## src/sv/ebcid_pkg.sv

```systemverilog
`default_nettype none
package ebcid_pkg;

    typedef struct packed {
        logic [7:0] opcode_byte;
        logic [7:0] second_byte;
        logic [7:0] third_byte;
    } in_item_t;

    typedef struct packed {
        logic        illegal;
        logic [5:0]  operation;
        logic [2:0]  condition;
        logic [2:0]  first_kind;
        logic [15:0] first_value;
        logic [2:0]  second_kind;
        logic [15:0] second_value;
    } out_item_t;

    // operand kinds
    localparam logic [2:0] K_NONE  = 3'd0;
    localparam logic [2:0] K_REG   = 3'd1;
    localparam logic [2:0] K_PAIR  = 3'd2;
    localparam logic [2:0] K_IND   = 3'd3;
    localparam logic [2:0] K_IMM8  = 3'd4;
    localparam logic [2:0] K_IMM16 = 3'd5;
    localparam logic [2:0] K_ADDR  = 3'd6;

    // register and pair codes
    localparam logic [15:0] R_A  = 16'd0;
    localparam logic [15:0] R_C  = 16'd2;
    localparam logic [15:0] P_AF = 16'd0;
    localparam logic [15:0] P_HL = 16'd3;
    localparam logic [15:0] P_SP = 16'd4;

    // operation codes
    localparam logic [5:0] OP_NOP  = 6'd0;
    localparam logic [5:0] OP_LD   = 6'd1;
    localparam logic [5:0] OP_INC  = 6'd2;
    localparam logic [5:0] OP_DEC  = 6'd3;
    localparam logic [5:0] OP_RLCA = 6'd4;
    localparam logic [5:0] OP_ADD  = 6'd5;
    localparam logic [5:0] OP_RRCA = 6'd6;
    localparam logic [5:0] OP_STOP = 6'd7;
    localparam logic [5:0] OP_RLA  = 6'd8;
    localparam logic [5:0] OP_JR   = 6'd9;
    localparam logic [5:0] OP_RRA  = 6'd10;
    localparam logic [5:0] OP_LDI  = 6'd11;
    localparam logic [5:0] OP_DAA  = 6'd12;
    localparam logic [5:0] OP_CPL  = 6'd13;
    localparam logic [5:0] OP_LDD  = 6'd14;
    localparam logic [5:0] OP_SCF  = 6'd15;
    localparam logic [5:0] OP_CCF  = 6'd16;
    localparam logic [5:0] OP_HALT = 6'd17;
    localparam logic [5:0] OP_ADC  = 6'd18;
    localparam logic [5:0] OP_SUB  = 6'd19;
    localparam logic [5:0] OP_SBC  = 6'd20;
    localparam logic [5:0] OP_AND  = 6'd21;
    localparam logic [5:0] OP_XOR  = 6'd22;
    localparam logic [5:0] OP_OR   = 6'd23;
    localparam logic [5:0] OP_CP   = 6'd24;
    localparam logic [5:0] OP_RET  = 6'd25;
    localparam logic [5:0] OP_POP  = 6'd26;
    localparam logic [5:0] OP_JP   = 6'd27;
    localparam logic [5:0] OP_CALL = 6'd28;
    localparam logic [5:0] OP_PUSH = 6'd29;
    localparam logic [5:0] OP_RST  = 6'd30;
    localparam logic [5:0] OP_RETI = 6'd31;
    localparam logic [5:0] OP_LDH  = 6'd32;
    localparam logic [5:0] OP_DI   = 6'd33;
    localparam logic [5:0] OP_LDHL = 6'd34;
    localparam logic [5:0] OP_EI   = 6'd35;

    localparam logic [7:0] OPC_HALT = 8'h76;

    // 3-bit register field to register code
    function automatic logic [15:0] reg_code(input logic [2:0] r);
        logic [15:0] v;
        case (r)
            3'd0: v = 16'd1;
            3'd1: v = 16'd2;
            3'd2: v = 16'd3;
            3'd3: v = 16'd4;
            3'd4: v = 16'd5;
            3'd5: v = 16'd6;
            default: v = 16'd0;
        endcase
        return v;
    endfunction

    function automatic logic [15:0] pair_sp(input logic [1:0] p);
        return {13'd0, 1'b0, p} + 16'd1;
    endfunction

    function automatic logic [15:0] pair_af(input logic [1:0] p);
        return (p == 2'd3) ? P_AF : ({14'd0, p} + 16'd1);
    endfunction

    function automatic logic [5:0] rot_op(input logic [2:0] y);
        logic [5:0] v;
        case (y)
            3'd0: v = OP_RLCA;
            3'd1: v = OP_RRCA;
            3'd2: v = OP_RLA;
            3'd3: v = OP_RRA;
            3'd4: v = OP_DAA;
            3'd5: v = OP_CPL;
            3'd6: v = OP_SCF;
            default: v = OP_CCF;
        endcase
        return v;
    endfunction

    function automatic logic [5:0] alu_op(input logic [2:0] y);
        logic [5:0] v;
        case (y)
            3'd0: v = OP_ADD;
            3'd1: v = OP_ADC;
            3'd2: v = OP_SUB;
            3'd3: v = OP_SBC;
            3'd4: v = OP_AND;
            3'd5: v = OP_XOR;
            3'd6: v = OP_OR;
            default: v = OP_CP;
        endcase
        return v;
    endfunction

endpackage
`default_nettype wire

```

## src/sv/ebcid_decode.sv

```systemverilog
`default_nettype none
module ebcid_decode (
    input  wire  ebcid_pkg::in_item_t  item,
    output ebcid_pkg::out_item_t       dec
);

    logic [1:0]  x;
    logic [2:0]  y;
    logic [2:0]  z;
    logic [1:0]  p;
    logic        q;
    logic [15:0] imm16;
    logic [15:0] b1;
    logic [15:0] rv1;
    logic [15:0] rv2;
    logic [2:0]  rk1;
    logic [2:0]  rk2;
    logic        alu_acc;

    assign x = item.opcode_byte[7:6];
    assign y = item.opcode_byte[5:3];
    assign z = item.opcode_byte[2:0];
    assign p = y[2:1];
    assign q = y[0];
    assign imm16 = {item.second_byte, item.third_byte};
    assign b1 = {8'd0, item.second_byte};
    assign alu_acc = (y == 3'd0) || (y == 3'd1) || (y == 3'd3);

    // register operand from y (first) and z (second) fields
    assign rk1 = (y == 3'd6) ? ebcid_pkg::K_IND : ebcid_pkg::K_REG;
    assign rv1 = (y == 3'd6) ? ebcid_pkg::P_HL : ebcid_pkg::reg_code(y);
    assign rk2 = (z == 3'd6) ? ebcid_pkg::K_IND : ebcid_pkg::K_REG;
    assign rv2 = (z == 3'd6) ? ebcid_pkg::P_HL : ebcid_pkg::reg_code(z);

    // decode one opcode
    always_comb begin
        dec = '0;
        case (x)
            2'd1: begin
                if (item.opcode_byte == ebcid_pkg::OPC_HALT) begin
                    dec.operation = ebcid_pkg::OP_HALT;
                end else begin
                    dec.operation = ebcid_pkg::OP_LD;
                    dec.first_kind = rk1;  dec.first_value = rv1;
                    dec.second_kind = rk2; dec.second_value = rv2;
                end
            end
            2'd2: begin
                dec.operation = ebcid_pkg::alu_op(y);
                if (alu_acc) begin
                    dec.first_kind = ebcid_pkg::K_REG; dec.first_value = ebcid_pkg::R_A;
                    dec.second_kind = rk2; dec.second_value = rv2;
                end else begin
                    dec.first_kind = rk2; dec.first_value = rv2;
                end
            end
            2'd0: begin
                case (z)
                    3'd0: begin
                        case (y)
                            3'd0: dec.operation = ebcid_pkg::OP_NOP;
                            3'd1: begin
                                dec.operation = ebcid_pkg::OP_LD;
                                dec.first_kind = ebcid_pkg::K_ADDR;
                                dec.first_value = imm16;
                                dec.second_kind = ebcid_pkg::K_PAIR;
                                dec.second_value = ebcid_pkg::P_SP;
                            end
                            3'd2: dec.operation = ebcid_pkg::OP_STOP;
                            default: begin
                                dec.operation = ebcid_pkg::OP_JR;
                                dec.first_kind = ebcid_pkg::K_ADDR;
                                dec.first_value = b1;
                                if (y[2]) begin
                                    dec.condition = y - 3'd3;
                                end
                            end
                        endcase
                    end
                    3'd1: begin
                        if (!q) begin
                            dec.operation = ebcid_pkg::OP_LD;
                            dec.first_kind = ebcid_pkg::K_PAIR;
                            dec.first_value = ebcid_pkg::pair_sp(p);
                            dec.second_kind = ebcid_pkg::K_IMM16;
                            dec.second_value = imm16;
                        end else begin
                            dec.operation = ebcid_pkg::OP_ADD;
                            dec.first_kind = ebcid_pkg::K_PAIR;
                            dec.first_value = ebcid_pkg::P_HL;
                            dec.second_kind = ebcid_pkg::K_PAIR;
                            dec.second_value = ebcid_pkg::pair_sp(p);
                        end
                    end
                    3'd2: begin
                        case (p)
                            2'd2: dec.operation = ebcid_pkg::OP_LDI;
                            2'd3: dec.operation = ebcid_pkg::OP_LDD;
                            default: dec.operation = ebcid_pkg::OP_LD;
                        endcase
                        if (!q) begin
                            dec.first_kind = ebcid_pkg::K_IND;
                            dec.first_value = p[1] ? ebcid_pkg::P_HL : ebcid_pkg::pair_sp(p);
                            dec.second_kind = ebcid_pkg::K_REG;
                            dec.second_value = ebcid_pkg::R_A;
                        end else begin
                            dec.first_kind = ebcid_pkg::K_REG;
                            dec.first_value = ebcid_pkg::R_A;
                            dec.second_kind = ebcid_pkg::K_IND;
                            dec.second_value = p[1] ? ebcid_pkg::P_HL : ebcid_pkg::pair_sp(p);
                        end
                    end
                    3'd3: begin
                        dec.operation = q ? ebcid_pkg::OP_DEC : ebcid_pkg::OP_INC;
                        dec.first_kind = ebcid_pkg::K_PAIR;
                        dec.first_value = ebcid_pkg::pair_sp(p);
                    end
                    3'd4: begin
                        dec.operation = ebcid_pkg::OP_INC;
                        dec.first_kind = rk1; dec.first_value = rv1;
                    end
                    3'd5: begin
                        dec.operation = ebcid_pkg::OP_DEC;
                        dec.first_kind = rk1; dec.first_value = rv1;
                    end
                    3'd6: begin
                        dec.operation = ebcid_pkg::OP_LD;
                        dec.first_kind = rk1; dec.first_value = rv1;
                        dec.second_kind = ebcid_pkg::K_IMM8; dec.second_value = b1;
                    end
                    default: dec.operation = ebcid_pkg::rot_op(y);
                endcase
            end
            default: begin
                case (z)
                    3'd0: begin
                        case (y)
                            3'd4: begin
                                dec.operation = ebcid_pkg::OP_LDH;
                                dec.first_kind = ebcid_pkg::K_ADDR; dec.first_value = b1;
                                dec.second_kind = ebcid_pkg::K_REG;
                                dec.second_value = ebcid_pkg::R_A;
                            end
                            3'd5: begin
                                dec.operation = ebcid_pkg::OP_ADD;
                                dec.first_kind = ebcid_pkg::K_PAIR;
                                dec.first_value = ebcid_pkg::P_SP;
                                dec.second_kind = ebcid_pkg::K_IMM8; dec.second_value = b1;
                            end
                            3'd6: begin
                                dec.operation = ebcid_pkg::OP_LDH;
                                dec.first_kind = ebcid_pkg::K_REG;
                                dec.first_value = ebcid_pkg::R_A;
                                dec.second_kind = ebcid_pkg::K_ADDR; dec.second_value = b1;
                            end
                            3'd7: begin
                                dec.operation = ebcid_pkg::OP_LDHL;
                                dec.first_kind = ebcid_pkg::K_PAIR;
                                dec.first_value = ebcid_pkg::P_SP;
                                dec.second_kind = ebcid_pkg::K_IMM8; dec.second_value = b1;
                            end
                            default: begin
                                dec.operation = ebcid_pkg::OP_RET;
                                dec.condition = y + 3'd1;
                            end
                        endcase
                    end
                    3'd1: begin
                        if (!q) begin
                            dec.operation = ebcid_pkg::OP_POP;
                            dec.first_kind = ebcid_pkg::K_PAIR;
                            dec.first_value = ebcid_pkg::pair_af(p);
                        end else begin
                            case (p)
                                2'd0: dec.operation = ebcid_pkg::OP_RET;
                                2'd1: dec.operation = ebcid_pkg::OP_RETI;
                                2'd2: begin
                                    dec.operation = ebcid_pkg::OP_JP;
                                    dec.first_kind = ebcid_pkg::K_IND;
                                    dec.first_value = ebcid_pkg::P_HL;
                                end
                                default: begin
                                    dec.operation = ebcid_pkg::OP_LD;
                                    dec.first_kind = ebcid_pkg::K_PAIR;
                                    dec.first_value = ebcid_pkg::P_SP;
                                    dec.second_kind = ebcid_pkg::K_PAIR;
                                    dec.second_value = ebcid_pkg::P_HL;
                                end
                            endcase
                        end
                    end
                    3'd2: begin
                        case (y)
                            3'd4: begin
                                dec.operation = ebcid_pkg::OP_LDH;
                                dec.first_kind = ebcid_pkg::K_REG;
                                dec.first_value = ebcid_pkg::R_C;
                                dec.second_kind = ebcid_pkg::K_REG;
                                dec.second_value = ebcid_pkg::R_A;
                            end
                            3'd5: begin
                                dec.operation = ebcid_pkg::OP_LD;
                                dec.first_kind = ebcid_pkg::K_ADDR; dec.first_value = imm16;
                                dec.second_kind = ebcid_pkg::K_REG;
                                dec.second_value = ebcid_pkg::R_A;
                            end
                            3'd6: begin
                                dec.operation = ebcid_pkg::OP_LDH;
                                dec.first_kind = ebcid_pkg::K_REG;
                                dec.first_value = ebcid_pkg::R_A;
                                dec.second_kind = ebcid_pkg::K_REG;
                                dec.second_value = ebcid_pkg::R_C;
                            end
                            3'd7: begin
                                dec.operation = ebcid_pkg::OP_LD;
                                dec.first_kind = ebcid_pkg::K_REG;
                                dec.first_value = ebcid_pkg::R_A;
                                dec.second_kind = ebcid_pkg::K_ADDR; dec.second_value = imm16;
                            end
                            default: begin
                                dec.operation = ebcid_pkg::OP_JP;
                                dec.condition = y + 3'd1;
                                dec.first_kind = ebcid_pkg::K_ADDR; dec.first_value = imm16;
                            end
                        endcase
                    end
                    3'd3: begin
                        case (y)
                            3'd0: begin
                                dec.operation = ebcid_pkg::OP_JP;
                                dec.first_kind = ebcid_pkg::K_ADDR; dec.first_value = imm16;
                            end
                            3'd6: dec.operation = ebcid_pkg::OP_DI;
                            3'd7: dec.operation = ebcid_pkg::OP_EI;
                            default: dec.illegal = 1'b1;
                        endcase
                    end
                    3'd4: begin
                        if (!y[2]) begin
                            dec.operation = ebcid_pkg::OP_CALL;
                            dec.condition = y + 3'd1;
                            dec.first_kind = ebcid_pkg::K_ADDR; dec.first_value = imm16;
                        end else begin
                            dec.illegal = 1'b1;
                        end
                    end
                    3'd5: begin
                        if (!q) begin
                            dec.operation = ebcid_pkg::OP_PUSH;
                            dec.first_kind = ebcid_pkg::K_PAIR;
                            dec.first_value = ebcid_pkg::pair_af(p);
                        end else if (p == 2'd0) begin
                            dec.operation = ebcid_pkg::OP_CALL;
                            dec.first_kind = ebcid_pkg::K_ADDR; dec.first_value = imm16;
                        end else begin
                            dec.illegal = 1'b1;
                        end
                    end
                    3'd6: begin
                        dec.operation = ebcid_pkg::alu_op(y);
                        if (alu_acc) begin
                            dec.first_kind = ebcid_pkg::K_REG;
                            dec.first_value = ebcid_pkg::R_A;
                            dec.second_kind = ebcid_pkg::K_IMM8; dec.second_value = b1;
                        end else begin
                            dec.first_kind = ebcid_pkg::K_IMM8; dec.first_value = b1;
                        end
                    end
                    default: begin
                        dec.operation = ebcid_pkg::OP_RST;
                        dec.first_kind = ebcid_pkg::K_ADDR;
                        dec.first_value = {10'd0, y, 3'd0};
                    end
                endcase
            end
        endcase
    end

endmodule
`default_nettype wire

```

## src/sv/eight_bit_cpu_instruction_decoder_top.sv

```systemverilog
// Path: an accepted item enters the input register, is decoded between the registers,
//   and is loaded into the result register when that stage is free or drains.
// Throughput: 1 item per cycle unless m_ready stalls, set by the single decode pass.
// Reset: aresetn synchronous active low clears both valid flags; no item is held.
`default_nettype none
module eight_bit_cpu_instruction_decoder_top (
    input  wire                        aclk,
    input  wire                        aresetn,
    input  wire                        s_valid,
    output logic                       s_ready,
    input  wire  ebcid_pkg::in_item_t  s_data,
    output logic                       m_valid,
    input  wire                        m_ready,
    output ebcid_pkg::out_item_t       m_data
);

    logic                  in_valid_reg;
    ebcid_pkg::in_item_t   in_data_reg;
    logic                  out_valid_reg;
    ebcid_pkg::out_item_t  out_data_reg;
    ebcid_pkg::out_item_t  dec;
    logic                  out_load;
    logic                  in_ready;

    ebcid_decode u_decode (
        .item (in_data_reg),
        .dec  (dec)
    );

    // advance when the result stage is free or drains this cycle
    assign out_load = !out_valid_reg || m_ready;
    assign in_ready = !in_valid_reg || out_load;
    assign s_ready  = in_ready;
    assign m_valid  = out_valid_reg;
    assign m_data   = out_data_reg;

    // hold input item
    always_ff @(posedge aclk) begin
        if (!aresetn) begin
            in_valid_reg <= 1'b0;
        end else if (in_ready) begin
            in_valid_reg <= s_valid;
        end
        if (in_ready && s_valid) begin
            in_data_reg <= s_data;
        end
    end

    // hold decoded result
    always_ff @(posedge aclk) begin
        if (!aresetn) begin
            out_valid_reg <= 1'b0;
        end else if (out_load) begin
            out_valid_reg <= in_valid_reg;
        end
        if (out_load && in_valid_reg) begin
            out_data_reg <= dec;
        end
    end

`ifndef SYNTHESIS
    a_stall_hold: assert property (@(posedge aclk) disable iff (!aresetn)
        m_valid && !m_ready |=> m_valid && $stable(m_data))
        else $error("result changed while stalled");
    a_in_to_out: assert property (@(posedge aclk) disable iff (!aresetn)
        in_valid_reg && out_load |=> out_valid_reg)
        else $error("decoded item lost");
    a_illegal_clear: assert property (@(posedge aclk) disable iff (!aresetn)
        m_valid && m_data.illegal |-> m_data.operation == ebcid_pkg::OP_NOP
        && m_data.first_kind == ebcid_pkg::K_NONE)
        else $error("illegal item carries fields");
    a_ready: assert property (@(posedge aclk) disable iff (!aresetn)
        !m_valid |-> s_ready)
        else $error("input blocked with empty result stage");
`endif

endmodule
`default_nettype wire

```

## config.mk

```make
export PLATFORM = sky130hd
export DESIGN_NAME = eight_bit_cpu_instruction_decoder_top
export DESIGN_NICKNAME = d
export VERILOG_FILES = /design/src/sv/ebcid_pkg.sv /design/src/sv/ebcid_decode.sv /design/src/sv/eight_bit_cpu_instruction_decoder_top.sv
export SDC_FILE = /design/constraint.sdc
export NUM_CORES = 1
export LEC_CHECK = 0
export ABC_CLOCK_PERIOD_IN_PS = 9100
export BUFFER_PORTS_ARGS = -buffer_cell sky130_fd_sc_hd__buf_4
export CAP_MARGIN = 30
export CORE_MARGIN = 2
export CORE_UTILIZATION = 50
export CTS_BUF_LIST = sky130_fd_sc_hd__clkbuf_4 sky130_fd_sc_hd__clkbuf_8 sky130_fd_sc_hd__clkbuf_16
export DETAILED_ROUTE_END_ITERATION = 6
export PLACE_DENSITY = 0.73
export SLEW_MARGIN = 0
export SYNTH_ARGS = -nofsm -noshare
export SYNTH_HDL_FRONTEND = slang
export SYNTH_HIERARCHICAL = 1
export SYNTH_SLANG_ARGS = --single-unit
```

## constraint.sdc

```tcl
create_clock -name aclk -period 9.1 [get_ports aclk]
set_input_delay 0.91 -clock aclk [delete_from_list [all_inputs] [get_ports aclk]]
set_output_delay 0.91 -clock aclk [all_outputs]
set_load 0.005 [all_outputs]
```

==> flow_summary.toml <==
[final_layout]
fin_nets = 561
diodes = 0
largest_reg_flops = 48
area_growth_pct = 16.92
fin_cells = 630
final_area_mm2 = 0.005370
final_layout_size_suffix_gt1_share_pct = 21.46

[yosys]
yosysWarningCount = 6
syn_avg_cell_area_um2 = 10.05
synth_ff_type = "edfxtp_1"
synth_top_area_share_pct = 47.07
syn-num-nets = 501
synth_top_area_cell = "edfxtp_1"
ys_ff_latch = 74
async_flop_share_pct = 0
synth_cell_types = 73
synthCells = 457
synth_area_leaders = "edfxtp_1, ha_1, o21ai_0"
synth_edf_count = 72
syn_area_mm2 = 0.004593
synth_seq_area_share_pct = 47.94

[clock_tree]
cts_setup_buffers = 0
htree_num_levels = 3
cts_buffers = 9
clock-sinks = 74
clk_latency_ns = 0.35
ctsResizeCount = 0
cts_tree = "yes"
clkSlewWorstSetupHoldPaths_ns = 0.08
hold_buffers = 0
root_buffer = "clkbuf_8"
cts.path.max_buffers = 2

[worst_setup_path]
cpMaxStageDelayCell = "edfxtp_1"
cp-startpoint = "in_data_reg[19]"
required_ns = 9.21
critical_path.cell_chain = "clkinv_1 > ha_1 > and4b_1 > o21ai_1 > a21oi_1 > a21o_1 > a221o_1"
worst-path-buf-inv = 1
reg2reg_from = "in_data_reg[19]"
crit_type = "reg -> reg"
cp_slowest_stage_delay_ns = 0.97
end_kind = "flip-flop"
arrival_ns = 4.04
cp_top_family = "compound AO/OA/AOI/OAI gates"
crit_fanout = 29
start_kind = "flip-flop"

[sta]
setup_violations = 0
rsz0062_at_grt = "false"
layout_min_cycle_time_ns = 3.931
hold_viol = 0
final.hold.worst_slack_ns = 0.5463
max_clock_freq_mhz = 254.4
worst_pin_slew_ns = 0.9412
post-route-period-util_pct = 43.20
max_slew_margin_pct = 37.25
drv_slew = 0
tns_ns = 0
fin_skew_ns = 0.009147

[placed_design]
io_buffers = 77
dp_cells = 614
detailed_place_hpwl_um = 9666
placed_cell_area_mm2 = 0.005192
finalWeightedCongestion = 1.006

[detailed_routing]
post_drt_wl_per_cell_um = 22.40
routed_wl_um = 14110
dr.pass1.iters = 6
routed_via_density = 6.787
drc = 0
route.vias.total = 4276
ant_nets = 0
drtIter0Drc = 763

[floorplanning]
die_h_um = 99.85
dieWidth_um = 99.85
dieArea_mm2 = 0.009969
num_rows = 34
pin_count = 78
start_util_pct = 52.16
core_area_mm2 = 0.008806

[flow_run]
drv_cap = 0

[global_routing]
track_usage_pct = 27.78
antenna_found_initial = 0
gr-total-overflow = 0
grt_max_degree = 49
grt_pass1_wl_um = 21160
grt_pass1_vias = 3768

[hold_path]
hp-class = "reg -> reg"
hp-start = "m_valid"

[pwr]
power_leakage_nw = 2.032
powerDensity_mw_per_mm2 = 146.1
p_total_mw = 0.7848
worst_ir_drop_vdd_v = 0.0001053

[status]
status = "completed"
[power by group]
part           switching (mW)  internal (mW)
Clock                   0.127          0.106
Combinational          0.0837         0.0557
Sequential             0.0160          0.396
Total                   0.227          0.558
[synthesized netlist by cell type, types with 3 or more instances]
cell,n
a21o_1,3
a21oi_1,29
a221o_1,4
a22o_1,10
a22oi_1,6
a2bb2oi_1,4
a31oi_1,5
and2_1,21
and3_1,4
buf_2,14
buf_4,5
clkbuf_1,11
edfxtp_1,72
ha_1,16
inv_1,6
nand2_1,35
nand2b_1,10
nand3_1,14
nor2_1,25
nor2b_1,14
nor3_1,20
nor4_1,4
o211ai_1,4
o21a_1,3
o21ai_0,36
o21ai_1,5
o22ai_1,8
o311ai_0,3
o31ai_1,3
or3_1,3
[through the flow]
| stage | utilization (%) | setup WS [ns] |
|---|---|---|
| global route | 60.98 | 5.027 |
| floorplan | - | 5.564 |
| detailed placement | 58.97 | 5.286 |
| global placement | 58.80 | 5.421 |
| CTS | 60.98 | 5.296 |
| finish | 60.98 | 5.169 |
[layer usage]
| layer | part of all wire [%] | GRT usage (%) |
|---|---|---|
| met1 | 40 | 39.43 |
| met2 | 42 | 41.22 |
| met3 | 13 | 6.685 |
| met4 | 4.7 | 11.17 |
| met5 | 0 | 0 |
[cells in the final DEF, fill, tap and decap left out, types with 5 or more instances in the layout]
cell	count
a21oi_1	28
a22o_1	10
a22oi_1	6
a31oi_1	5
and2_1	21
buf_4	83
clkbuf_8	10
edfxtp_1	72
ha_1	16
inv_1	6
nand2_1	35
nand2b_1	10
nand3_1	14
nor2_1	25
nor2b_1	13
nor3_1	20
o21ai_0	36
o21ai_1	5
o22ai_1	8
[final cells by class]
type,count,area [µm²]
Clock inverter,6,40.04
Timing Repair Buffer,84,638.1
Fill cell,734,3436
Inverter,8,30.03
Sequential cell,74,2202
Clock buffer,10,137.6
Multi-Input combinational cell,340,2187
Tap cell,108,135.1
[worst reg2reg max path, delay by kind of cell (launching register included)]
family                   cells  cell delay (ns)
AND/OR/NAND/NOR              1             0.35
AO/OA/AOI/OAI                4             1.23
adder cells (fa/ha/maj)      1             0.61
flip-flops                   1             0.97
buffers and inverters        1             0.53
[path summary, 6_finish.rpt]
check                      end  slack [ns]  depth (start not counted)
hold / removal    in_valid_reg        0.55                          2
hold reg to reg   in_valid_reg        0.55                          2
setup / recovery    m_data[23]        5.17                          7
setup reg to reg    m_data[23]        5.17                          7
[cell families (layout without fill, tap and decap cells)]
logic type	after synthesis	in the layout	share of synthesized area, %
fa+ha+maj	16	16	4.358
flops	74	74	47.94
compound gates	157	157	23.26
mux	2	2	0.4359
simple gates	165	165	19.31
buf+inv	43	108	4.685
Note: power is estimated with default switching activity, not from simulation.
